**src/design/aotg_pkg.sv**
```systemverilog
// Shared types, constants and elaboration-time tables for the organ tone generator.
// Holds the sine ROM builder and the harmonic weight builder.
// No dependencies; every other design file refers to it by scoped names.
package aotg_pkg;

  // Tone structure
  localparam int HARMONICS  = 8;
  localparam int SINE_DEPTH = 1024;
  localparam int IDX_W      = $clog2(SINE_DEPTH);
  localparam int HARM_W     = (HARMONICS > 1) ? $clog2(HARMONICS) : 1;
  localparam int STEP_W     = $clog2(2 * HARMONICS);

  // Fixed-point constants
  localparam logic [31:0] DETUNE_Q24  = 32'd16878886;  // 1.00606 in Q24
  localparam logic [31:0] HALF_PI_Q30 = 32'd1686629713;

  // Configuration
  localparam int CFG_INDEX_W = 4;
  localparam logic [CFG_INDEX_W-1:0] REG_PHASE_STEP = CFG_INDEX_W'(0);
  localparam logic [CFG_INDEX_W-1:0] REG_AMPLITUDE  = CFG_INDEX_W'(1);

  localparam int PHASE_STEP_W = 31;
  localparam int AMP_W        = 15;
  localparam logic [PHASE_STEP_W-1:0] PHASE_STEP_RESET = PHASE_STEP_W'(42800000);
  localparam logic [AMP_W-1:0]        AMP_RESET        = AMP_W'(16384);
  localparam logic [31:0] DET_STEP_RESET =
    32'((64'(PHASE_STEP_RESET) * 64'(DETUNE_Q24) + 64'd8388608) >> 24);

  // Command queue
  localparam int QUEUE_DEPTH = 2;
  localparam int QPTR_W      = (QUEUE_DEPTH > 1) ? $clog2(QUEUE_DEPTH) : 1;
  localparam int QCNT_W      = $clog2(QUEUE_DEPTH + 1);

  // Datapath widths
  localparam int SINE_W   = 17;                   // Q15, peak +/-32768
  localparam int WEIGHT_W = 31;                   // Q30, at most 2^30
  localparam int PROD_W   = WEIGHT_W + 1 + SINE_W;
  localparam int ACC_W    = PROD_W + STEP_W;
  localparam int RND_W    = ACC_W - 18;           // after rounding shift by 20
  localparam int SC_W     = RND_W + AMP_W + 1;
  localparam int OUT_W    = SC_W - 24;            // after rounding shift by 26
  localparam int SAMPLE_W = 16;

  typedef logic signed [SINE_W-1:0] sine_word_t;
  typedef sine_word_t [SINE_DEPTH-1:0] sine_rom_t;
  typedef logic [WEIGHT_W-1:0] weight_t;
  typedef weight_t [HARMONICS-1:0] weight_tab_t;

  // One sample's work: the two oscillator phases at the fundamental
  typedef struct packed {
    logic [31:0] base_phase;
    logic [31:0] detuned_phase;
  } osc_cmd_t;

  typedef enum logic [2:0] {
    ST_IDLE,
    ST_RUN,
    ST_DRAIN,
    ST_ROUND,
    ST_SCALE,
    ST_DONE
  } back_state_t;

  // First-quadrant sine by a Taylor sum up to x^17, terms truncated in Q30
  function automatic sine_word_t quarter_sine(input logic [31:0] r);
    logic [63:0] x;
    logic [63:0] x2;
    logic [63:0] term;
    logic signed [63:0] sum;
    logic [63:0] mag;
    x = (64'(r) * 64'(HALF_PI_Q30) + 64'(SINE_DEPTH / 2)) / 64'(SINE_DEPTH);
    x2 = (x * x) >> 30;
    term = x;
    sum = $signed(x);
    term = ((term * x2) >> 30) / 64'd6;   sum = sum - $signed(term);
    term = ((term * x2) >> 30) / 64'd20;  sum = sum + $signed(term);
    term = ((term * x2) >> 30) / 64'd42;  sum = sum - $signed(term);
    term = ((term * x2) >> 30) / 64'd72;  sum = sum + $signed(term);
    term = ((term * x2) >> 30) / 64'd110; sum = sum - $signed(term);
    term = ((term * x2) >> 30) / 64'd156; sum = sum + $signed(term);
    term = ((term * x2) >> 30) / 64'd210; sum = sum - $signed(term);
    term = ((term * x2) >> 30) / 64'd272; sum = sum + $signed(term);
    if (sum < 0) begin
      sum = 64'sd0;
    end
    mag = ($unsigned(sum) * 64'd32768 + 64'd536870912) >> 30;
    return sine_word_t'(mag[SINE_W-1:0]);
  endfunction

  // Full-cycle table, folded from the first quadrant
  function automatic sine_rom_t build_sine_rom();
    sine_rom_t rom;
    logic [31:0] q4;
    logic [31:0] quad;
    logic [31:0] rem;
    logic [31:0] r;
    sine_word_t s;
    for (int i = 0; i < SINE_DEPTH; i++) begin
      q4   = 32'(i) * 32'd4;
      quad = q4 / 32'(SINE_DEPTH);
      rem  = q4 % 32'(SINE_DEPTH);
      r    = quad[0] ? (32'(SINE_DEPTH) - rem) : rem;
      s    = quarter_sine(r);
      rom[i] = quad[1] ? -s : s;
    end
    return rom;
  endfunction

  // Harmonic weights in Q30: fundamental gets 0.9^(H-1), the rest 0.1*0.9^(H-k)
  function automatic weight_tab_t build_weights();
    weight_tab_t w;
    logic [63:0] p [0:HARMONICS];
    p[0] = 64'd1 << 30;
    for (int i = 1; i <= HARMONICS; i++) begin
      p[i] = (p[i-1] * 64'd9 + 64'd5) / 64'd10;
    end
    w[0] = WEIGHT_W'(p[HARMONICS-1]);
    for (int i = 1; i < HARMONICS; i++) begin
      w[i] = WEIGHT_W'((p[HARMONICS-i] + 64'd5) / 64'd10);
    end
    return w;
  endfunction

endpackage

```
**src/design/aotg_queue.sv**
```systemverilog
// Short command queue between the front end and the synthesis engine.
// Depends on aotg_pkg for the entry type and depth.
module aotg_queue (
  input  logic               clk,
  input  logic               rst,
  input  logic               push_valid,
  output logic               push_ready,
  input  aotg_pkg::osc_cmd_t push_cmd,
  output logic               pop_valid,
  input  logic               pop_ready,
  output aotg_pkg::osc_cmd_t pop_cmd
);

  aotg_pkg::osc_cmd_t entries [aotg_pkg::QUEUE_DEPTH];
  logic [aotg_pkg::QPTR_W-1:0] wr_ptr;
  logic [aotg_pkg::QPTR_W-1:0] rd_ptr;
  logic [aotg_pkg::QCNT_W-1:0] count;
  logic do_push;
  logic do_pop;

  assign push_ready = (count != aotg_pkg::QCNT_W'(aotg_pkg::QUEUE_DEPTH));
  assign pop_valid  = (count != '0);
  assign do_push    = push_valid && push_ready;
  assign do_pop     = pop_valid && pop_ready;
  assign pop_cmd    = entries[rd_ptr];

  always_ff @(posedge clk) begin
    if (do_push) begin
      entries[wr_ptr] <= push_cmd;
    end
  end

  always_ff @(posedge clk) begin
    if (rst) begin
      wr_ptr <= '0;
      rd_ptr <= '0;
      count  <= '0;
    end else begin
      if (do_push) begin
        wr_ptr <= (wr_ptr == aotg_pkg::QPTR_W'(aotg_pkg::QUEUE_DEPTH - 1)) ?
                  '0 : wr_ptr + 1'b1;
      end
      if (do_pop) begin
        rd_ptr <= (rd_ptr == aotg_pkg::QPTR_W'(aotg_pkg::QUEUE_DEPTH - 1)) ?
                  '0 : rd_ptr + 1'b1;
      end
      case ({do_push, do_pop})
        2'b10:   count <= count + 1'b1;
        2'b01:   count <= count - 1'b1;
        default: count <= count;
      endcase
    end
  end

endmodule

```
**config.mk**
```make
export PLATFORM = sky130hd
export DESIGN_NAME = aotg_queue
export DESIGN_NICKNAME = d
export VERILOG_FILES = /design/src/design/aotg_pkg.sv /design/src/design/aotg_queue.sv
export SDC_FILE = /design/constraint.sdc
export NUM_CORES = 1
export LEC_CHECK = 0
export ABC_AREA = 1
export BUFFER_PORTS_ARGS = -buffer_cell sky130_fd_sc_hd__buf_2
export CAP_MARGIN = 10
export CORE_MARGIN = 2
export CORE_UTILIZATION = 35
export CTS_CLUSTER_SIZE = 30
export DETAILED_ROUTE_END_ITERATION = 10
export HOLD_SLACK_MARGIN = 0.06
export PLACE_DENSITY = 0.68
export SLEW_MARGIN = 40
export SYNTH_ARGS = -nofsm -noshare
export SYNTH_HDL_FRONTEND = slang
export SYNTH_SLANG_ARGS = --single-unit
```
**constraint.sdc**
```tcl
create_clock -name clk -period 7.95 [get_ports clk]
set_clock_uncertainty 0.2 [all_clocks]
set_input_delay 0.795 -clock clk [delete_from_list [all_inputs] [get_ports clk]]
set_output_delay 0.795 -clock clk [all_outputs]
set_load 0.1 [all_outputs]
```
==> qor.txt, run 1 <==
TritonCTS clock tree = done
clock root buffer = clkbuf_16
Design Power = 2.51 mW
first-pass GRT wire length = 13400 µm
clk slew on worst S/H paths = 60 ps
Psw = 1.01 mW
Synthesis Warnings = 0
Post-DP Area = 0.00603 mm²
final period utilization = 41.0%
DP HPWL = 5940 µm
Pins Over Slew Limit = 0
CTS H-tree lvls = 4
post-synth net total = 306
Arr. time, crit path = 2260 ps
Post-CTS Setup Bufs = 0
Seq pwr share = 35.3%
MaxCap Viol Count = 0
hold_buf cts = 0
# clock sinks = 133
vias per cell = 4.37
Peak supply drop = 0.167 mV
FMAX = 0.307 GHz
synth unique cells = 13
RSZ-0062 raised after global routing = no
wire length per cell = 15.1 µm
I/O Pins = 134
worst slew pin tran = 633 ps
switch share = 40.0%
gr ovfl total = 0
# rows = 44
peak fanout along the critical path = 47
clock buffer depth = 2
post-route minimum period = 3260 ps
Worst EP required = 6950 ps
Die Area = 0.0157 mm²
final hold vios = 0
number of buffers created by CTS = 17
height of the die = 125 µm
core area = 0.0145 mm²
DR iter-0 viols = 75
post-route cell area = 0.00659 mm²
GPL Wtd Cong = 0.672
Total Neg Setup Slack = 0 ps
final setup vio count = 0
GRT Total Usage = 11.4%
combinational fraction of design power = 35.4%
first drt pass iteration count = 4
status = completed
startpoint types = flip-flop
fin nets = 456
hold crit path type = reg -> reg
Synth Area per Inst = 21.8 µm²
ratio of cells with drive above 1 in the final layout = 58.5%
critical setup path kind = reg -> out
# port buffers = 133
synthesis-to-finish area growth = 27.7%
Resized Gates After CTS = 0
largest net degree at the start of global routing = 48
Pwr Density = 381 mW/mm²
Slew headroom = 57.8%
DRT Wirelength = 8810 µm
sequential-to-total area share from yosys stat = 76.4%
#FFs+latches synth = 133
synthesized area = 0.00516 mm²
Clk network pwr share = 29.3%
vias in the first global route = 2631
antenna viol nets, final = 0
Initial Util = 35.7%
LEAKAGE = 2.60 nW
DR DRC count = 0
routed vias = 2555
Clock Latency Late Sink = 410 ps
CP endpoint kind = output port
Int Power = 1.51 mW
Synth Instances = 237
die width = 125 µm
antenna violations before repair = 1
[cell families (layout without fill, tap and decap cells)]
kind of cell    Yosys count  in the layout  share of synthesized area [%]
other cells               0              1                              0
compound gates            5              5                          0.485
mux                      64             64                           18.3
buf+inv                  15            178                           3.13
flops                   133            133                           76.4
simple gates             19             19                           1.43
fa+ha+maj                 1              1                          0.242
[flip-flops by register name, indices dropped and copies added, names as in the netlist, named ones only]
signal and count:
entries 128, count 2, rd_ptr 1, wr_ptr 1
[cells in the mapped netlist]
library cell,n,area share [%]
nand4_1,1,0.12
buf_12,6,2.3
dfxtp_1,5,1.9
ha_1,1,0.24
o21ai_0,3,0.29
inv_1,8,0.58
mux2_4,60,17
edfxtp_1,128,74
mux2_2,4,0.87
a21oi_1,2,0.19
buf_6,1,0.22
nand2_1,8,0.58
nor2_1,10,0.73
[power groups by stage]
stage	combinational [mW]	sequential (mW)	clock [mW]
2_1_floorplan	0.817	0.893	0
3_3_place_gp	0.885	0.900	0
3_5_place_dp	0.900	0.904	0
4_1_cts	0.901	0.890	0.752
5_1_grt	0.923	0.896	0.779
6_report	0.891	0.888	0.736
[metrics by stage]
step	hold WS, ps	util, %	instances	setup slack [ps]
2_1_floorplan	265	-	237	3210
3_3_place_gp	283	41.2	550	4870
3_5_place_dp	313	41.6	552	5070
4_1_cts	328	45.5	584	4630
5_1_grt	349	45.5	584	4570
6_report	320	45.5	585	4690
[layout make-up]
cell class	instances	area, µm²
fill	1257	7890
sequential	133	3950
multi-input combinational	89	1070
timing repair buffer	138	747
clock buffer	17	425
tap	184	230
clock inverter	15	139
inverter	8	30.0
antenna	1	2.50
[final timing paths]
| kind | startpoint | endpoint | slack, ps | depth (start not counted) |
|---|---|---|---|---|
| setup / recovery | flip-flop | pop_cmd[46] | 4690 | 3 |
| hold / removal | rd_ptr | rd_ptr | 320 | 2 |
| setup reg to reg | count[0] | entries[0][4] | 5670 | 5 |
| hold reg to reg | rd_ptr | rd_ptr | 320 | 2 |
[per-layer routing]
metal | share of wire (%) | vias up | track usage, %
met5 | 0 | - | 0
li1 | - | 1219 | -
met4 | 1.7 | 0 | 5.29
met3 | 7.4 | 14 | 5.39
met1 | 42 | 1229 | 13.3
met2 | 49 | 93 | 17.9
[cell usage in the layout, fill, tap and decap left out, drive strengths merged]
cell	n
clkbuf	17
clkinv	8
a21oi	2
ha	1
o21ai	3
clkinvlp	4
mux2	64
edfxtp	128
nand4	1
buf	138
inv	9
diode	1
nand2	8
bufinv	2
dfxtp	5
nor2	10
[critical path, cell delays in order (launching register included)]
cell     delay (ps)
dfxtp_4         560
buf_6           560
mux2_2          410
buf_2           290
Power figures use the tool's default switching activity.
==> run 2, diff against run 1 <==
Clock period 7.95 ns to 3.24 ns, I/O delays scaled along.
==> run 2 against run 1 <==
First-iteration DRC count grew 36%. Clock power grew 130%. Routed wire length rose by 4.8%. Combinational power rose to 2.5 times the previous value. Largest cell class unchanged. Sequential share of layout area is 5.0 points lower. Hold slack got worse by 200 ps.
==> qor.txt, run 2 (same netlist as run 1, synthesis figures left out) <==
die width = 125 µm (unchanged)
clk slew on worst S/H paths = 50 ps (about the same)
fin nets = 522 (+14%)
final period utilization = 80.7%
first drt pass iteration count = 4 (unchanged)
vias per cell = 4.34 (-0.74%)
CTS H-tree lvls = 4 (unchanged)
critical setup path kind = reg -> out
Die Area = 0.0157 mm² (unchanged)
GRT Total Usage = 12.0% (+0.59 points)
Int Power = 3.70 mW (+150%)
I/O Pins = 134 (unchanged)
CP Cell Sequence = buf_12 > mux2_2 > buf_2
clock root buffer = clkbuf_16
height of the die = 125 µm (unchanged)
Pwr Density = 850 mW/mm² (+120%)
first-pass GRT wire length = 14300 µm (+6.7%)
GPL Wtd Cong = 0.653 (-2.9%)
hold crit path type = in -> reg
DR DRC count = 0 (unchanged)
largest net degree at the start of global routing = 65 (+35%)
RSZ-0062 raised after global routing = no
combinational fraction of design power = 36.5% (+1.1 points)
Seq pwr share = 35.7% (+0.4 points)
Antenna Cells = 0 (-1)
Total Neg Setup Slack = 0 ps (unchanged)
Psw = 2.41 mW (+140%)
WP buf/inv = 2 (unchanged)
ratio of cells with drive above 1 in the final layout = 48.7% (-9.8 points)
most frequent cells in the layout = buf_2 (133), edfxtp_1 (128), dlygate4sd3_1 (67)
gr ovfl total = 0 (unchanged)
DP HPWL = 5630 µm (-5.2%)
LEAKAGE = 2.86 nW (+9.8%)
core area = 0.0145 mm² (unchanged)
number of buffers created by CTS = 17 (unchanged)
worst reg2reg path depth = 5 (unchanged)
# rows = 44 (unchanged)
antenna violations before repair = 0 (-1)
critical path's largest stage delay = 610 ps (+50 ps)
Peak supply drop = 0.550 mV (+230%)
Pins Over Slew Limit = 0 (unchanged)
Clock Latency Late Sink = 410 ps (about the same)
FMAX = 0.382 GHz
most flop-heavy register = entries
filler instances = 1241 (-1.3%)
Post-CTS Setup Bufs = 0 (unchanged)
Clk network pwr share = 27.7% (-1.6 points)
CP endpoint kind = output port
worst slew pin tran = 516 ps (-117 ps)
final setup vio count = 0 (unchanged)
CP max-delay cell = dfxtp_4
status = completed
startpoint types = flip-flop
Layout Utilization = 49.7% (+4.2 points)
vias in the first global route = 2978 (+13%)
synthesis-to-finish area growth = 39.4%
Worst EP required = 2720 ps (-4230 ps)
routed vias = 2818 (+10%)
Arr. time, crit path = 2090 ps (-170 ps)
Initial Util = 35.7% (unchanged)
commonest non-fill, non-tap cell in the layout = buf_2
max reg flops = 128 (unchanged)
cell count along the critical path = 3 (unchanged)
# port buffers = 133 (unchanged)
Resized Gates After CTS = 0 (unchanged)
DR iter-0 viols = 102 (+36%)
wire length per cell = 14.2 µm (-5.7%)
antenna viol nets, final = 0 (unchanged)
final hold vios = 0 (unchanged)
Slew headroom = 65.6% (+7.8 points)
MaxCap Viol Count = 0 (unchanged)
clock buffer depth = 2 (unchanged)
TritonCTS clock tree = done
delay-heaviest family, CP = buffers and inverters
DRT Wirelength = 9230 µm (+4.8%)
post-route minimum period = 2610 ps
switch share = 39.5% (-0.51 points)
# clock sinks = 133 (unchanged)
Top Registers = entries x128, count x2
peak fanout along the critical path = 43 (-8.5%)
WHS Path Cells = 4 (+2)
-- run 2: cell types whose count changed in the layout (fill, tap and decap cells not counted), sizes merged, moves of 3 or more --
cell         change
clkbuf          +10
clkinv           -5
clkinvlp         -3
dlygate4sd3     +67
-- run 2: worst register-to-register path: stages (launching register included) --
cell and delay, ps:
dfxtp_1 350, inv_1 90, nand2_1 110, nand2_1 170
nor2_4 130, buf_4 430
-- run 2: layout make-up --
type	instances	area (µm²)	area share (%)
sequential	133	3950	54.9
timing repair buffer	204	1390	19.3
multi-input combinational	89	1070	14.9
clock buffer	27	473	6.57
tap	184	230	3.20
clock inverter	5	52.6	0.730
inverter	8	30.0	0.417
-- run 2: repair_timing --
action	4_1_cts	5_1_grt
endpoints found under the hold margin	133	0
hold buffers	67	0
endpoints found under the setup margin	0	0
-- run 2: metrics by stage --
step | instances | hold WS, ps | total power [mW] | area, µm² | setup slack [ps]
3_3_place_gp | 551 | 283 | 4.39 | 6000 | 1050
3_5_place_dp | 551 | 285 | 4.41 | 6000 | 1030
2_1_floorplan | 237 | 223 | 4.19 | 5170 | -464
4_1_cts | 650 | 89.0 | 6.20 | 7200 | 575
5_1_grt | 650 | 170 | 6.34 | 7200 | 524
6_report | 650 | 118 | 6.12 | 7200 | 625
-- run 2: power by group through the flow --
stage | Combinational [mW] | Clock (mW) | Sequential [mW]
detailed placement | 2.19 | 0 | 2.22
finish | 2.23 | 1.70 | 2.19
global route | 2.32 | 1.82 | 2.20
global placement | 2.17 | 0 | 2.21
floorplan | 2.01 | 0 | 2.18
CTS | 2.26 | 1.75 | 2.19
-- run 2: final timing paths --
path | from | endpoint | slack (ps)
setup / recovery | flip-flop | pop_cmd[58] | 630
hold / removal | pop_ready | flip-flop | 120
setup reg to reg | count[0] | entries[1][39] | 1350
hold reg to reg | rd_ptr | flip-flop | 320
-- run 2: layer usage --
layer | wire (µm) | vias to the layer above | part of all wire [%] | GRT usage, %
met3 | 538 | 14 | 5.8 | 5.13
li1 | - | 1351 | - | -
met4 | 137 | 0 | 1.5 | 4.31
met5 | 0 | - | 0 | 0
met2 | 4780 | 89 | 52 | 20.9
met1 | 3770 | 1364 | 41 | 13.1
