## src/design/aotg_pkg.sv

```systemverilog
// Shared types, constants and elaboration-time tables for the organ tone generator.
// Holds the sine ROM builder and the harmonic weight builder.
// No dependencies; every other design file refers to it by scoped names.
package aotg_pkg;

  // Tone structure
  localparam int HARMONICS  = 8;
  localparam int SINE_DEPTH = 1024;
  localparam int IDX_W      = $clog2(SINE_DEPTH);
  localparam int HARM_W     = (HARMONICS > 1) ? $clog2(HARMONICS) : 1;
  localparam int STEP_W     = $clog2(2 * HARMONICS);

  // Fixed-point constants
  localparam logic [31:0] DETUNE_Q24  = 32'd16878886;  // 1.00606 in Q24
  localparam logic [31:0] HALF_PI_Q30 = 32'd1686629713;

  // Configuration
  localparam int CFG_INDEX_W = 4;
  localparam logic [CFG_INDEX_W-1:0] REG_PHASE_STEP = CFG_INDEX_W'(0);
  localparam logic [CFG_INDEX_W-1:0] REG_AMPLITUDE  = CFG_INDEX_W'(1);

  localparam int PHASE_STEP_W = 31;
  localparam int AMP_W        = 15;
  localparam logic [PHASE_STEP_W-1:0] PHASE_STEP_RESET = PHASE_STEP_W'(42800000);
  localparam logic [AMP_W-1:0]        AMP_RESET        = AMP_W'(16384);
  localparam logic [31:0] DET_STEP_RESET =
    32'((64'(PHASE_STEP_RESET) * 64'(DETUNE_Q24) + 64'd8388608) >> 24);

  // Command queue
  localparam int QUEUE_DEPTH = 2;
  localparam int QPTR_W      = (QUEUE_DEPTH > 1) ? $clog2(QUEUE_DEPTH) : 1;
  localparam int QCNT_W      = $clog2(QUEUE_DEPTH + 1);

  // Datapath widths
  localparam int SINE_W   = 17;                   // Q15, peak +/-32768
  localparam int WEIGHT_W = 31;                   // Q30, at most 2^30
  localparam int PROD_W   = WEIGHT_W + 1 + SINE_W;
  localparam int ACC_W    = PROD_W + STEP_W;
  localparam int RND_W    = ACC_W - 18;           // after rounding shift by 20
  localparam int SC_W     = RND_W + AMP_W + 1;
  localparam int OUT_W    = SC_W - 24;            // after rounding shift by 26
  localparam int SAMPLE_W = 16;

  typedef logic signed [SINE_W-1:0] sine_word_t;
  typedef sine_word_t [SINE_DEPTH-1:0] sine_rom_t;
  typedef logic [WEIGHT_W-1:0] weight_t;
  typedef weight_t [HARMONICS-1:0] weight_tab_t;

  // One sample's work: the two oscillator phases at the fundamental
  typedef struct packed {
    logic [31:0] base_phase;
    logic [31:0] detuned_phase;
  } osc_cmd_t;

  typedef enum logic [2:0] {
    ST_IDLE,
    ST_RUN,
    ST_DRAIN,
    ST_ROUND,
    ST_SCALE,
    ST_DONE
  } back_state_t;

  // First-quadrant sine by a Taylor sum up to x^17, terms truncated in Q30
  function automatic sine_word_t quarter_sine(input logic [31:0] r);
    logic [63:0] x;
    logic [63:0] x2;
    logic [63:0] term;
    logic signed [63:0] sum;
    logic [63:0] mag;
    x = (64'(r) * 64'(HALF_PI_Q30) + 64'(SINE_DEPTH / 2)) / 64'(SINE_DEPTH);
    x2 = (x * x) >> 30;
    term = x;
    sum = $signed(x);
    term = ((term * x2) >> 30) / 64'd6;   sum = sum - $signed(term);
    term = ((term * x2) >> 30) / 64'd20;  sum = sum + $signed(term);
    term = ((term * x2) >> 30) / 64'd42;  sum = sum - $signed(term);
    term = ((term * x2) >> 30) / 64'd72;  sum = sum + $signed(term);
    term = ((term * x2) >> 30) / 64'd110; sum = sum - $signed(term);
    term = ((term * x2) >> 30) / 64'd156; sum = sum + $signed(term);
    term = ((term * x2) >> 30) / 64'd210; sum = sum - $signed(term);
    term = ((term * x2) >> 30) / 64'd272; sum = sum + $signed(term);
    if (sum < 0) begin
      sum = 64'sd0;
    end
    mag = ($unsigned(sum) * 64'd32768 + 64'd536870912) >> 30;
    return sine_word_t'(mag[SINE_W-1:0]);
  endfunction

  // Full-cycle table, folded from the first quadrant
  function automatic sine_rom_t build_sine_rom();
    sine_rom_t rom;
    logic [31:0] q4;
    logic [31:0] quad;
    logic [31:0] rem;
    logic [31:0] r;
    sine_word_t s;
    for (int i = 0; i < SINE_DEPTH; i++) begin
      q4   = 32'(i) * 32'd4;
      quad = q4 / 32'(SINE_DEPTH);
      rem  = q4 % 32'(SINE_DEPTH);
      r    = quad[0] ? (32'(SINE_DEPTH) - rem) : rem;
      s    = quarter_sine(r);
      rom[i] = quad[1] ? -s : s;
    end
    return rom;
  endfunction

  // Harmonic weights in Q30: fundamental gets 0.9^(H-1), the rest 0.1*0.9^(H-k)
  function automatic weight_tab_t build_weights();
    weight_tab_t w;
    logic [63:0] p [0:HARMONICS];
    p[0] = 64'd1 << 30;
    for (int i = 1; i <= HARMONICS; i++) begin
      p[i] = (p[i-1] * 64'd9 + 64'd5) / 64'd10;
    end
    w[0] = WEIGHT_W'(p[HARMONICS-1]);
    for (int i = 1; i < HARMONICS; i++) begin
      w[i] = WEIGHT_W'((p[HARMONICS-i] + 64'd5) / 64'd10);
    end
    return w;
  endfunction

endpackage

```

## src/design/aotg_front.sv

```systemverilog
// Front end of the organ tone generator: configuration registers, input beats
// and both phase accumulators. Pushes one phase pair per beat into the queue.
// Depends on aotg_pkg.
module aotg_front (
  input  logic                                 clk,
  input  logic                                 rst,
  input  logic                                 cfg_valid,
  output logic                                 cfg_ready,
  input  logic [aotg_pkg::CFG_INDEX_W-1:0]     cfg_index,
  input  logic [aotg_pkg::PHASE_STEP_W-1:0]    cfg_data,
  input  logic                                 s_tvalid,
  output logic                                 s_tready,
  input  logic [7:0]                           s_tdata,
  output logic                                 push_valid,
  input  logic                                 push_ready,
  output aotg_pkg::osc_cmd_t                   push_cmd,
  output logic [aotg_pkg::AMP_W-1:0]           amplitude
);

  logic [aotg_pkg::PHASE_STEP_W-1:0] phase_step;
  logic [31:0] det_step;
  logic [31:0] base_phase;
  logic [31:0] detuned_phase;
  logic [55:0] det_prod;
  logic [55:0] det_sum;
  logic [31:0] det_step_next;
  logic [31:0] cur_base;
  logic [31:0] cur_det;
  logic        accept;

  assign cfg_ready = 1'b1;

  // Detuned step follows the written value in the same edge
  always_comb begin
    det_prod      = 56'(cfg_data) * 56'(aotg_pkg::DETUNE_Q24);
    det_sum       = det_prod + 56'd8388608;
    det_step_next = det_sum[55:24];
  end

  always_ff @(posedge clk) begin
    if (rst) begin
      phase_step <= aotg_pkg::PHASE_STEP_RESET;
      det_step   <= aotg_pkg::DET_STEP_RESET;
      amplitude  <= aotg_pkg::AMP_RESET;
    end else if (cfg_valid) begin
      case (cfg_index)
        aotg_pkg::REG_PHASE_STEP: begin
          phase_step <= cfg_data;
          det_step   <= det_step_next;
        end
        aotg_pkg::REG_AMPLITUDE: begin
          amplitude <= cfg_data[aotg_pkg::AMP_W-1:0];
        end
        default: begin
        end
      endcase
    end
  end

  // Restart zeroes both phases before this beat's sample
  assign accept     = s_tvalid && push_ready;
  assign s_tready   = push_ready;
  assign push_valid = s_tvalid;
  assign cur_base   = s_tdata[0] ? 32'd0 : base_phase;
  assign cur_det    = s_tdata[0] ? 32'd0 : detuned_phase;
  assign push_cmd.base_phase    = cur_base;
  assign push_cmd.detuned_phase = cur_det;

  always_ff @(posedge clk) begin
    if (rst) begin
      base_phase    <= 32'd0;
      detuned_phase <= 32'd0;
    end else if (accept) begin
      base_phase    <= cur_base + 32'(phase_step);
      detuned_phase <= cur_det + det_step;
    end
  end

endmodule

```

## config.mk

```make
export PLATFORM = sky130hd
export DESIGN_NAME = aotg_front
export DESIGN_NICKNAME = d
export VERILOG_FILES = /design/src/design/aotg_pkg.sv /design/src/design/aotg_front.sv
export SDC_FILE = /design/constraint.sdc
export NUM_CORES = 1
export LEC_CHECK = 0
export BUFFER_PORTS_ARGS = -buffer_cell sky130_fd_sc_hd__buf_2
export CAP_MARGIN = 15
export CORE_MARGIN = 4
export CORE_UTILIZATION = 45
export CTS_CLUSTER_DIAMETER = 60
export DETAILED_ROUTE_END_ITERATION = 12
export SLEW_MARGIN = 20
export SYNTH_ARGS = -nofsm -noshare
export SYNTH_HDL_FRONTEND = slang
export SYNTH_SLANG_ARGS = --single-unit
```

## constraint.sdc

```tcl
create_clock -name clk -period 16 [get_ports clk]
set_input_delay 0 -clock clk [delete_from_list [all_inputs] [get_ports clk]]
set_output_delay 0 -clock clk [all_outputs]
set_load 0.02 [all_outputs]
```

==> results of run 1 <==
## sequential cells by signal, indices dropped and copies added, names as in the netlist
register and flops:
det_step 32, base_phase 32, phase_step 31, detuned_phase 32, amplitude 15
## synthesized netlist by cell type, drive strengths merged (18+ instances only)
cell,count,area (sq um)
clkbuf,51,191
buf,20,110
nor2b,78,488
o211ai,20,179
ha,362,4530
xor2,42,368
nor2,99,372
and3,21,131
a211oi,30,235
fa,171,3420
a21oi,201,1010
a21o,53,398
nand3,51,268
inv,288,1080
nor3,33,196
dfxtp,142,2840
nand4,18,128
xnor2,74,656
nand2,297,1120
o21ai,66,334
## worst paths after layout
kind	start	endpoint	slack, ns
worst max-delay path	cfg_data[15]	det_step[29]	8.53
worst min-delay path	cfg_data[9]	amplitude[9]	0.02
worst max register to register	detuned_phase[1]	detuned_phase[31]	11.96
worst min register to register	detuned_phase[27]	detuned_phase[27]	0.44
## per-layer routing
metal | up-vias | wire length (um)
li1 | 8047 | -
met1 | 7703 | 26200
met2 | 285 | 24300
met3 | 30 | 1910
met4 | 0 | 609
met5 | - | 0
## worst reg2reg max path: cells and delay by family, from the launching register on
family                   cells  cell delay (ns)
multiplexers                 1             0.37
AO/OA/AOI/OAI               10             2.52
buffers and inverters        1             0.07
XOR/XNOR                     1             0.28
flip-flops                   1             0.31
AND/OR/NAND/NOR              1             0.11
adder cells (fa/ha/maj)      1             0.29
## kinds of logic (layout without fill, tap and decap cells)
logic type                 Yosys count  after routing  share of synthesized area
muxes                                6              6                    0.00312
DFF                                142            142                      0.145
AOI/OAI and AO/OA                  481            481                      0.159
and+or+nand+nor                    665            665                      0.165
buffers and inverters              359            470                     0.0704
adders and majority gates          533            533                      0.405
xor gates and xnor gates           116            116                     0.0521
other                                1              1                   0.000191
## area by class of cell
type | count | area (sq um)
inverter | 288 | 1080
multi-input combinational | 1802 | 15400
fill | 4203 | 21500
timing repair buffer | 150 | 883
clock buffer | 17 | 425
clock inverter | 15 | 163
tap | 585 | 732
sequential | 142 | 2840
## repair_timing
item / CTS / global route
endpoints found under the hold margin: 33 / 0
hold buffers: 23 / 0
setup buffers: 0 / 0
## stage by stage
step	cell area, sq um	hold WS (ns)	util	instances
after floorplan	19600	0.0832	-	2303
after global placement	20700	0.254	0.481	2944
after detailed placement	20700	0.256	0.481	2944
after CTS	21500	0.00519	0.500	2999
after global routing	21500	0.0282	0.500	2999
final	21500	0.0233	0.500	2999
==> results_tabular.tex, run 1 <==
\begin{tabular}{lr}
\hline
Metric & Value \\
\hline
\multicolumn{2}{l}{\textbf{Timing}} \\
\quad Highest clock rate & 0.134 GHz \\
\quad Final-report max-slew violation count & 0 \\
\quad Number of setup violations in the final report & 0 \\
\quad Number of failing hold endpoints at the final stage & 0 \\
\quad Final worst-path setup slack & 8.53 ns \\
\quad Post-route setup TNS & 0 ns \\
\quad Unrepaired setup endpoints after global routing & false \\
\quad Worst-margin pin slew & 1.03 ns \\
\quad Worst rel slew slack & 0.311 \\
\quad Worst-case clock skew & 0.00923 ns \\
\quad Fraction of the cycle the final worst path needs & 0.467 \\
\quad Minimum period implied by the final worst setup slack & 7.47 ns \\
\multicolumn{2}{l}{\textbf{Synthesis}} \\
\quad Synthesized area divided by synthesized cell count & 8.53 sq um \\
\quad Share of flip-flops with an asynchronous set or reset after synthesis & 0 \\
\quad Post-synthesis net count & 2884 \\
\quad Total of flip-flops plus latches after synthesis & 142 \\
\quad Yosys warning count & 0 \\
\quad Ys flop type & sky130\_fd\_sc\_hd\_\_dfxtp\_1 \\
\quad Fraction of the yosys area taken by sequential cells & 0.145 \\
\quad Number of cells produced by synthesis & 2303 \\
\quad Unique masters post-synth & 90 \\
\quad Number of enable-type register cells in the synthesized netlist & 0 \\
\quad Area of the mapped netlist & 19600 sq um \\
\multicolumn{2}{l}{\textbf{Global route}} \\
\quad Antenna violations before repair & 0 \\
\quad Met1 track utilization from global routing & 0.330 \\
\quad GRT Max-Usage Layer & met2 \\
\quad Global-route wire length before repair & 87.1 mm \\
\quad Via count of the first global-routing pass & 16300 \\
\quad Global router's overall resource usage & 0.229 \\
\quad Met3 Usage GRT & 0.0243 \\
\quad Remaining global-route overflow & 0 \\
\quad Maximum number of pins on one net before global-route repair & 77 \\
\quad Met2 usage & 0.377 \\
\multicolumn{2}{l}{\textbf{Worst setup path}} \\
\quad Master of the slowest instance on the critical path & sky130\_fd\_sc\_hd\_\_dlygate4sd3\_1 \\
\quad Kind of start point of the critical path & input port \\
\quad Critical setup path kind & input port to flop \\
\quad Critical path buffer and inverter count & 8 \\
\quad Number of cells on the worst reg-to-reg path & 15 \\
\quad Dominant cell type by count on the critical path & sky130\_fd\_sc\_hd\_\_inv\_1 \\
\quad Depth of the critical timing path with buffers and inverters included & 28 \\
\quad Worst endpoint data arrival time & 7.79 ns \\
\quad CP Capture Type & flop \\
\quad Required time worst endpoint & 16.32 ns \\
\quad Delay contributed by the slowest stage of the critical path & 0.55 ns \\
\quad Peak fanout along the critical path & 11 \\
\quad Largest delay contributor family on the critical path & adder cells \\
\multicolumn{2}{l}{\textbf{Final layout}} \\
\quad Most common cell after layout, fill and taps aside & sky130\_fd\_sc\_hd\_\_ha\_1 \\
\quad Number of antenna cells inserted & 0 \\
\quad Share of post-route cells with drive strength above 1 & 0.0853 \\
\quad Final Net Count & 2982 \\
\quad Most used cells in the layout excluding fill and tap cells & sky130\_fd\_sc\_hd\_\_ha\_1 (362), sky130\_fd\_sc\_hd\_\_nand2\_1 (295), sky130\_fd\_sc\_hd\_\_inv\_1 (288) \\
\quad Area Growth Syn to Fin & 9.76\% \\
\multicolumn{2}{l}{\textbf{Place}} \\
\quad Count of input and output buffers & 121 \\
\quad RD Place Congestion & 0.917 \\
\quad Sum of net half-perimeters after detailed placement & 43.1 mm \\
\quad Worst slack, placed & 8.66 ns \\
\multicolumn{2}{l}{\textbf{Clock tree}} \\
\quad Num Clock Sinks & 142 \\
\quad Number of buffers inserted during clock tree synthesis & 17 \\
\quad Deepest level of the CTS H-tree & 4 \\
\quad Cell at the root of the clock tree & sky130\_fd\_sc\_hd\_\_clkbuf\_16 \\
\quad Latest clock arrival within the worst-skew pair & 0.45 ns \\
\quad Maximum buffer depth of the clock tree & 2 \\
\quad CTS clock-pin slew for the worst setup and hold paths & 0.07 ns \\
\quad CTS tree & yes \\
\quad Cts repair resizes & 0 \\
\multicolumn{2}{l}{\textbf{Floorplanning}} \\
\quad Height of the die & 217 um \\
\quad Initial core utilization & 0.456 \\
\quad Core box area & 43100 sq um \\
\quad Die Area & 47000 sq um \\
\quad Row count & 76 \\
\quad Die extent in x & 217 um \\
\quad Ports & 130 \\
\multicolumn{2}{l}{\textbf{Drt}} \\
\quad Vias & 16100 \\
\quad Post-route antenna net violation count & 0 \\
\quad Post-detailed-route via-to-cell ratio & 5.36 \\
\quad DRC & 0 \\
\quad Detailed Route Iter0 Violations & 931 \\
\quad Final wirelength & 53.1 mm \\
\quad Wirelength per Cell & 17.7 um \\
\quad First-pass iteration count of the detailed router & 5 \\
\multicolumn{2}{l}{\textbf{Hold path}} \\
\quad Path type of the worst min-delay path & input port to flop \\
\quad Cell depth of the worst hold path & 3 \\
\multicolumn{2}{l}{\textbf{Run status}} \\
\quad Result of the run & complete, no violations \\
\multicolumn{2}{l}{\textbf{Run}} \\
\quad Max\_cap viols & 0 \\
\hline
\end{tabular}
Power of run 1 is not shown: default switching activity piles up to over one toggle a cycle in this logic, so the estimate is an artifact.
==> run 2, diff against run 1 <==
Clock period 16 ns to 6.5 ns, I/O delays scaled along.
==> run 2 against run 1 <==
  * Sequential share of layout area decreased by 0.74 points
  * Cell area increased by 5.9%
  * Die area unchanged
  * Register-to-register slack got worse by 9.5 ns
  * Count of clock-buffer cells in the layout increased by 3
  * Utilization increased by 3.0 points
  * Critical endpoint is now det_step[9]
  * Highest routed layer is now met5
==> results_tabular.tex, run 2 (same netlist as run 1, synthesis figures left out) <==
\begin{tabular}{lr}
\hline
Metric & Value \\
\hline
\multicolumn{2}{l}{\textbf{Run status}} \\
\quad Result of the run & complete, no violations \\
\multicolumn{2}{l}{\textbf{Global route}} \\
\quad Remaining global-route overflow & 0 \\
\quad Maximum number of pins on one net before global-route repair & 74 \\
\quad Global-route wire length before repair & 92.2 mm \\
\quad Global router's overall resource usage & 0.246 \\
\quad Via count of the first global-routing pass & 17000 \\
\quad Antenna violations before repair & 2 \\
\multicolumn{2}{l}{\textbf{Timing}} \\
\quad Worst rel slew slack & 0.501 \\
\quad Minimum period implied by the final worst setup slack & 6.25 ns \\
\quad Worst-case clock skew & 0.00972 ns \\
\quad Final-report max-slew violation count & 0 \\
\quad Number of setup violations in the final report & 0 \\
\quad Highest clock rate & 0.160 GHz \\
\quad Worst-margin pin slew & 0.738 ns \\
\quad Fraction of the cycle the final worst path needs & 0.961 \\
\quad Worst hold margin & 0.0291 ns \\
\quad Unrepaired setup endpoints after global routing & true \\
\quad Number of failing hold endpoints at the final stage & 0 \\
\multicolumn{2}{l}{\textbf{Run}} \\
\quad Max\_cap viols & 0 \\
\multicolumn{2}{l}{\textbf{Clock tree}} \\
\quad Num Clock Sinks & 142 \\
\quad Latest clock arrival within the worst-skew pair & 0.44 ns \\
\quad CTS clock-pin slew for the worst setup and hold paths & 0.06 ns \\
\quad Cell at the root of the clock tree & sky130\_fd\_sc\_hd\_\_clkbuf\_16 \\
\quad Number of buffers inserted during clock tree synthesis & 17 \\
\quad CTS tree & yes \\
\quad Count of buffers added by post-CTS timing repair for setup & 0 \\
\quad Deepest level of the CTS H-tree & 4 \\
\quad Maximum buffer depth of the clock tree & 2 \\
\multicolumn{2}{l}{\textbf{Drt}} \\
\quad First-pass iteration count of the detailed router & 5 \\
\quad Post-detailed-route via-to-cell ratio & 5.28 \\
\quad Vias & 16700 \\
\quad Detailed Route Iter0 Violations & 876 \\
\quad DRC & 0 \\
\quad Final wirelength & 57.5 mm \\
\quad Post-route antenna net violation count & 0 \\
\quad Wirelength per Cell & 18.1 um \\
\multicolumn{2}{l}{\textbf{Final layout}} \\
\quad Top Registers & base\_phase (32), det\_step (32), detuned\_phase (32) \\
\quad Final Net Count & 3151 \\
\quad Share of post-route cells with drive strength above 1 & 0.158 \\
\quad Most used cells in the layout excluding fill and tap cells & sky130\_fd\_sc\_hd\_\_ha\_1 (361), sky130\_fd\_sc\_hd\_\_nand2\_1 (295), sky130\_fd\_sc\_hd\_\_inv\_1 (288) \\
\quad Most common cell after layout, fill and taps aside & sky130\_fd\_sc\_hd\_\_ha\_1 \\
\quad Area Growth Syn to Fin & 16.3\% \\
\multicolumn{2}{l}{\textbf{Floorplanning}} \\
\quad Die Area & 47000 sq um \\
\quad Height of the die & 217 um \\
\quad Initial core utilization & 0.456 \\
\quad Ports & 130 \\
\quad Core box area & 43100 sq um \\
\quad Row count & 76 \\
\quad Die extent in x & 217 um \\
\multicolumn{2}{l}{\textbf{Worst setup path}} \\
\quad Critical setup path kind & input port to flop \\
\quad Kind of start point of the critical path & input port \\
\quad Peak fanout along the critical path & 6 \\
\quad Worst endpoint data arrival time & 6.54 ns \\
\quad Required time worst endpoint & 6.80 ns \\
\quad CP Capture Type & flop \\
\multicolumn{2}{l}{\textbf{Place}} \\
\quad Count of input and output buffers & 121 \\
\quad RD Place Congestion & 0.941 \\
\quad Sum of net half-perimeters after detailed placement & 49.0 mm \\
\multicolumn{2}{l}{\textbf{Hold path}} \\
\quad Path type of the worst min-delay path & input port to flop \\
\hline
\end{tabular}
==> run 2: final cells by class <==
| cell class | instances | area [sq um] |
|---|---|---|
| antenna | 1 | 2.50 |
| clock buffer | 20 | 457 |
| clock inverter | 12 | 126 |
| fill | 4127 | 20200 |
| inverter | 288 | 1080 |
| multi-input combinational | 1802 | 15500 |
| sequential | 142 | 2840 |
| tap | 585 | 732 |
| timing repair buffer | 319 | 2100 |
==> run 2: metal layers <==
| metal | wire length [um] | part of all wire | vias up | track usage |
|---|---|---|---|---|
| li1 | - | - | 8385 | - |
| met1 | 27300 | 0.47 | 7947 | 0.341 |
| met2 | 26000 | 0.45 | 335 | 0.406 |
| met3 | 2880 | 0.050 | 73 | 0.0369 |
| met4 | 1330 | 0.023 | 2 | 0.0602 |
| met5 | 15 | 0.00026 | - | 0 |
==> run 2: final timing paths <==
path / from / end / slack (ns) / cells after the start
max reg2reg: detuned_phase[1] / detuned_phase[31] / 2.48 / 15
max: cfg_data[21] / det_step[9] / 0.25 / 26
min: rst / phase_step[26] / 0.03 / 2
min reg2reg: detuned_phase[8] / detuned_phase[8] / 0.44 / 2
==> run 2: through the flow <==
stage          cell area (sq um)  TNS (ns)  worst slack [ns]   util  std cells
3_5_place_dp               22200     -2.50            -0.193  0.515       3135
6_report                   22800         0             0.253  0.530       3169
4_1_cts                    22800         0             0.258  0.528       3168
3_3_place_gp               22200     -1.66            -0.165  0.515       3135
5_1_grt                    22800   -0.0442           -0.0325  0.530       3168
2_1_floorplan              19600         0             0.401      -       2303
==> run 2: worst max-delay path: stages <==
cell and delay [ns]:
sky130_fd_sc_hd__buf_2 0.13, sky130_fd_sc_hd__ha_1 0.36, sky130_fd_sc_hd__ha_1 0.29, sky130_fd_sc_hd__inv_1 0.05
sky130_fd_sc_hd__fa_1 0.47, sky130_fd_sc_hd__inv_1 0.05, sky130_fd_sc_hd__fa_1 0.52, sky130_fd_sc_hd__fa_1 0.45
sky130_fd_sc_hd__fa_1 0.55, sky130_fd_sc_hd__inv_1 0.05, sky130_fd_sc_hd__fa_1 0.52, sky130_fd_sc_hd__inv_1 0.04
sky130_fd_sc_hd__ha_1 0.39, sky130_fd_sc_hd__nand4_1 0.16, sky130_fd_sc_hd__or3_1 0.40, sky130_fd_sc_hd__nor3_2 0.17
sky130_fd_sc_hd__a22oi_2 0.10, sky130_fd_sc_hd__buf_4 0.15, sky130_fd_sc_hd__nand3_1 0.12, sky130_fd_sc_hd__xor2_1 0.21
sky130_fd_sc_hd__buf_4 0.15, sky130_fd_sc_hd__nand3_2 0.14, sky130_fd_sc_hd__or4_1 0.53, sky130_fd_sc_hd__and4_1 0.22
sky130_fd_sc_hd__o21ai_1 0.20, sky130_fd_sc_hd__a21oi_1 0.09
==> run 2: what timing repair did <==
| item | 4_1_cts | 5_1_grt |
|---|---|---|
| endpoints found under the setup margin | 0 | 20 |
| hold buffers | 1 | 0 |
| endpoints found under the hold margin | 2 | 0 |
| gates resized for setup | 0 | 15 |
Power of run 2 is left out for the same reason.
==> run 3, diff against run 2 <==
Settings changed: RECOVER_POWER from default to 50.
Clock period 6.5 ns to 5.85 ns, I/O delays scaled along.
==> run 3 against run 2 <==
  * The run now ends with setup timing left
  * Cell count up 4.3%
  * Register-to-register slack worse by 0.83 ns
  * First-iteration DRC count up 12%
  * Utilization up 5.3 points
  * Clock skew up 0.0021 ns
  * Via count up 4.7%
  * Non-clock buffer count up 137
  * Die area unchanged
==> results_tabular.tex, run 3 (same netlist as run 1, synthesis figures left out) <==
\begin{tabular}{lr}
\hline
Metric & Value \\
\hline
\multicolumn{2}{l}{\textbf{Run status}} \\
\quad Result of the run & finished, violations left \\
\quad Violations in the final reports & setup timing \\
\multicolumn{2}{l}{\textbf{Timing}} \\
\quad Worst-margin pin slew & 0.889 ns \\
\quad Worst rel slew slack & 0.407 \\
\quad Fraction of the cycle the final worst path needs & 1.02 \\
\quad Highest clock rate & 0.167 GHz \\
\quad Worst-case clock skew & 0.0118 ns \\
\quad Final worst-path setup slack & -0.126 ns \\
\quad Number of setup violations in the final report & 15 \\
\quad Minimum period implied by the final worst setup slack & 5.98 ns \\
\quad Final-report max-slew violation count & 0 \\
\quad Number of failing hold endpoints at the final stage & 0 \\
\quad Post-route setup TNS & -0.962 ns \\
\quad Unrepaired setup endpoints after global routing & true \\
\multicolumn{2}{l}{\textbf{Final layout}} \\
\quad Final design area excluding fillers & 25100 sq um \\
\quad Top Registers & base\_phase (32), det\_step (32), detuned\_phase (32) \\
\quad Number of antenna cells inserted & 0 \\
\quad Most common cell after layout, fill and taps aside & sky130\_fd\_sc\_hd\_\_buf\_4 \\
\quad Share of post-route cells with drive strength above 1 & 0.222 \\
\quad Area Growth Syn to Fin & 28.0\% \\
\quad Most used cells in the layout excluding fill and tap cells & sky130\_fd\_sc\_hd\_\_buf\_4 (319), sky130\_fd\_sc\_hd\_\_ha\_1 (310), sky130\_fd\_sc\_hd\_\_nand2\_1 (288) \\
\quad Final Net Count & 3288 \\
\multicolumn{2}{l}{\textbf{Place}} \\
\quad Count of input and output buffers & 121 \\
\quad Area after DPL & 23300 sq um \\
\quad Sum of net half-perimeters after detailed placement & 49.3 mm \\
\quad RD Place Congestion & 0.922 \\
\multicolumn{2}{l}{\textbf{Worst setup path}} \\
\quad Kind of start point of the critical path & input port \\
\quad Critical setup path kind & input port to flop \\
\quad Number of cells on the worst reg-to-reg path & 13 \\
\quad Setup slack, reg-to-reg & 1.65 ns \\
\quad Required time worst endpoint & 6.21 ns \\
\quad CP Capture Type & flop \\
\quad Peak fanout along the critical path & 5 \\
\quad Worst endpoint data arrival time & 6.34 ns \\
\quad Critical R2R Capture & detuned\_phase[31] \\
\quad Critical R2R Launch & detuned\_phase[3] \\
\quad CP Launch Point & cfg\_data[19] \\
\multicolumn{2}{l}{\textbf{Drt}} \\
\quad Post-detailed-route via-to-cell ratio & 5.31 \\
\quad Final wirelength & 58.8 mm \\
\quad DRC & 0 \\
\quad First-pass iteration count of the detailed router & 5 \\
\quad Wirelength per Cell & 17.8 um \\
\quad Post-route antenna net violation count & 0 \\
\quad Vias & 17500 \\
\quad Detailed Route Iter0 Violations & 981 \\
\multicolumn{2}{l}{\textbf{Clock tree}} \\
\quad CTS clock-pin slew for the worst setup and hold paths & 0.06 ns \\
\quad Num Clock Sinks & 142 \\
\quad Number of buffers inserted during clock tree synthesis & 17 \\
\quad Maximum buffer depth of the clock tree & 2 \\
\quad CTS tree & yes \\
\quad Latest clock arrival within the worst-skew pair & 0.44 ns \\
\quad Deepest level of the CTS H-tree & 4 \\
\quad Cell at the root of the clock tree & sky130\_fd\_sc\_hd\_\_clkbuf\_16 \\
\multicolumn{2}{l}{\textbf{Floorplanning}} \\
\quad Die extent in x & 217 um \\
\quad Ports & 130 \\
\quad Die Area & 47000 sq um \\
\quad Core box area & 43100 sq um \\
\quad Initial core utilization & 0.456 \\
\quad Height of the die & 217 um \\
\quad Row count & 76 \\
\multicolumn{2}{l}{\textbf{Hold path}} \\
\quad Cell depth of the worst hold path & 4 \\
\quad Path type of the worst min-delay path & input port to flop \\
\quad Worst hold path endpoint & phase\_step[16] \\
\quad Hold\_sp & cfg\_data[16] \\
\multicolumn{2}{l}{\textbf{Run}} \\
\quad Max\_cap viols & 0 \\
\multicolumn{2}{l}{\textbf{Global route}} \\
\quad Remaining global-route overflow & 0 \\
\quad Maximum number of pins on one net before global-route repair & 76 \\
\quad Via count of the first global-routing pass & 17900 \\
\quad Global router's overall resource usage & 0.252 \\
\quad Antenna violations before repair & 0 \\
\quad Global-route wire length before repair & 94.8 mm \\
\hline
\end{tabular}
-- run 3: how the worst max path moves through the flow --
| stage | to | depth (start not counted) | slack [ns] |
|---|---|---|---|
| after floorplan | det_step[29] | 25 | -0.03 |
| after global placement | det_step[29] | 27 | -0.80 |
| after detailed placement | det_step[29] | 27 | -0.84 |
| after CTS | det_step[25] | 28 | -0.09 |
| after global routing | det_step[25] | 28 | -0.35 |
| final | det_step[29] | 28 | -0.13 |
-- run 3: worst max-delay path, cell delays in order --
cell                       delay [ns]
sky130_fd_sc_hd__buf_6           0.12
sky130_fd_sc_hd__buf_4           0.13
sky130_fd_sc_hd__ha_2            0.17
sky130_fd_sc_hd__xnor2_1         0.12
sky130_fd_sc_hd__buf_4           0.14
sky130_fd_sc_hd__fa_1            0.53
sky130_fd_sc_hd__inv_1           0.05
sky130_fd_sc_hd__fa_1            0.49
sky130_fd_sc_hd__fa_1            0.43
sky130_fd_sc_hd__fa_1            0.49
sky130_fd_sc_hd__inv_1           0.05
sky130_fd_sc_hd__fa_1            0.53
sky130_fd_sc_hd__inv_2           0.06
sky130_fd_sc_hd__ha_4            0.22
sky130_fd_sc_hd__a21o_1          0.17
sky130_fd_sc_hd__a21o_1          0.20
sky130_fd_sc_hd__a311oi_2        0.31
sky130_fd_sc_hd__o211ai_2        0.19
sky130_fd_sc_hd__buf_4           0.17
sky130_fd_sc_hd__and3_4          0.18
sky130_fd_sc_hd__or4_4           0.43
sky130_fd_sc_hd__nand3_4         0.11
sky130_fd_sc_hd__nor4_4          0.05
sky130_fd_sc_hd__buf_4           0.14
sky130_fd_sc_hd__nand4_4         0.11
sky130_fd_sc_hd__nor3_2          0.06
sky130_fd_sc_hd__or4_1           0.54
sky130_fd_sc_hd__o211ai_2        0.14
-- run 3: cell type report --
| class | instances | area, sq um |
|---|---|---|
| fillers | 3972 | 18000 |
| multi-input cells | 1802 | 16600 |
| repair buffers | 456 | 3220 |
| flip-flops and latches | 142 | 2840 |
| inverters | 288 | 1080 |
| well taps | 585 | 732 |
| clock buffers | 17 | 425 |
| clock inverters | 15 | 188 |
-- run 3: timing repair --
item,4_1_cts,5_1_grt
hold buffers,11,0
setup buffers,27,6
resized for setup,132,59
pin swaps,87,45
hold endpoints to repair,14,0
setup endpoints to repair,23,24
-- run 3: routing by layer --
layer | wire (um) | track usage
met1 | 26600 | 0.330
met2 | 28700 | 0.447
met3 | 1970 | 0.0221
met4 | 1500 | 0.0697
met5 | 0 | 0
-- run 3: through the flow --
stage / utilization / setup slack [ns] / std cells / hold slack (ns)
6_report: 0.583 / -0.126 / 3305 / 0.0283
5_1_grt: 0.583 / -0.350 / 3305 / 0.0372
4_1_cts: 0.578 / -0.0908 / 3299 / 0.00515
3_5_place_dp: 0.540 / -0.838 / 3229 / 0.259
3_3_place_gp: 0.540 / -0.801 / 3229 / 0.254
2_1_floorplan: - / -0.0289 / 2303 / 0.0832
Power of run 3 is left out for the same reason.
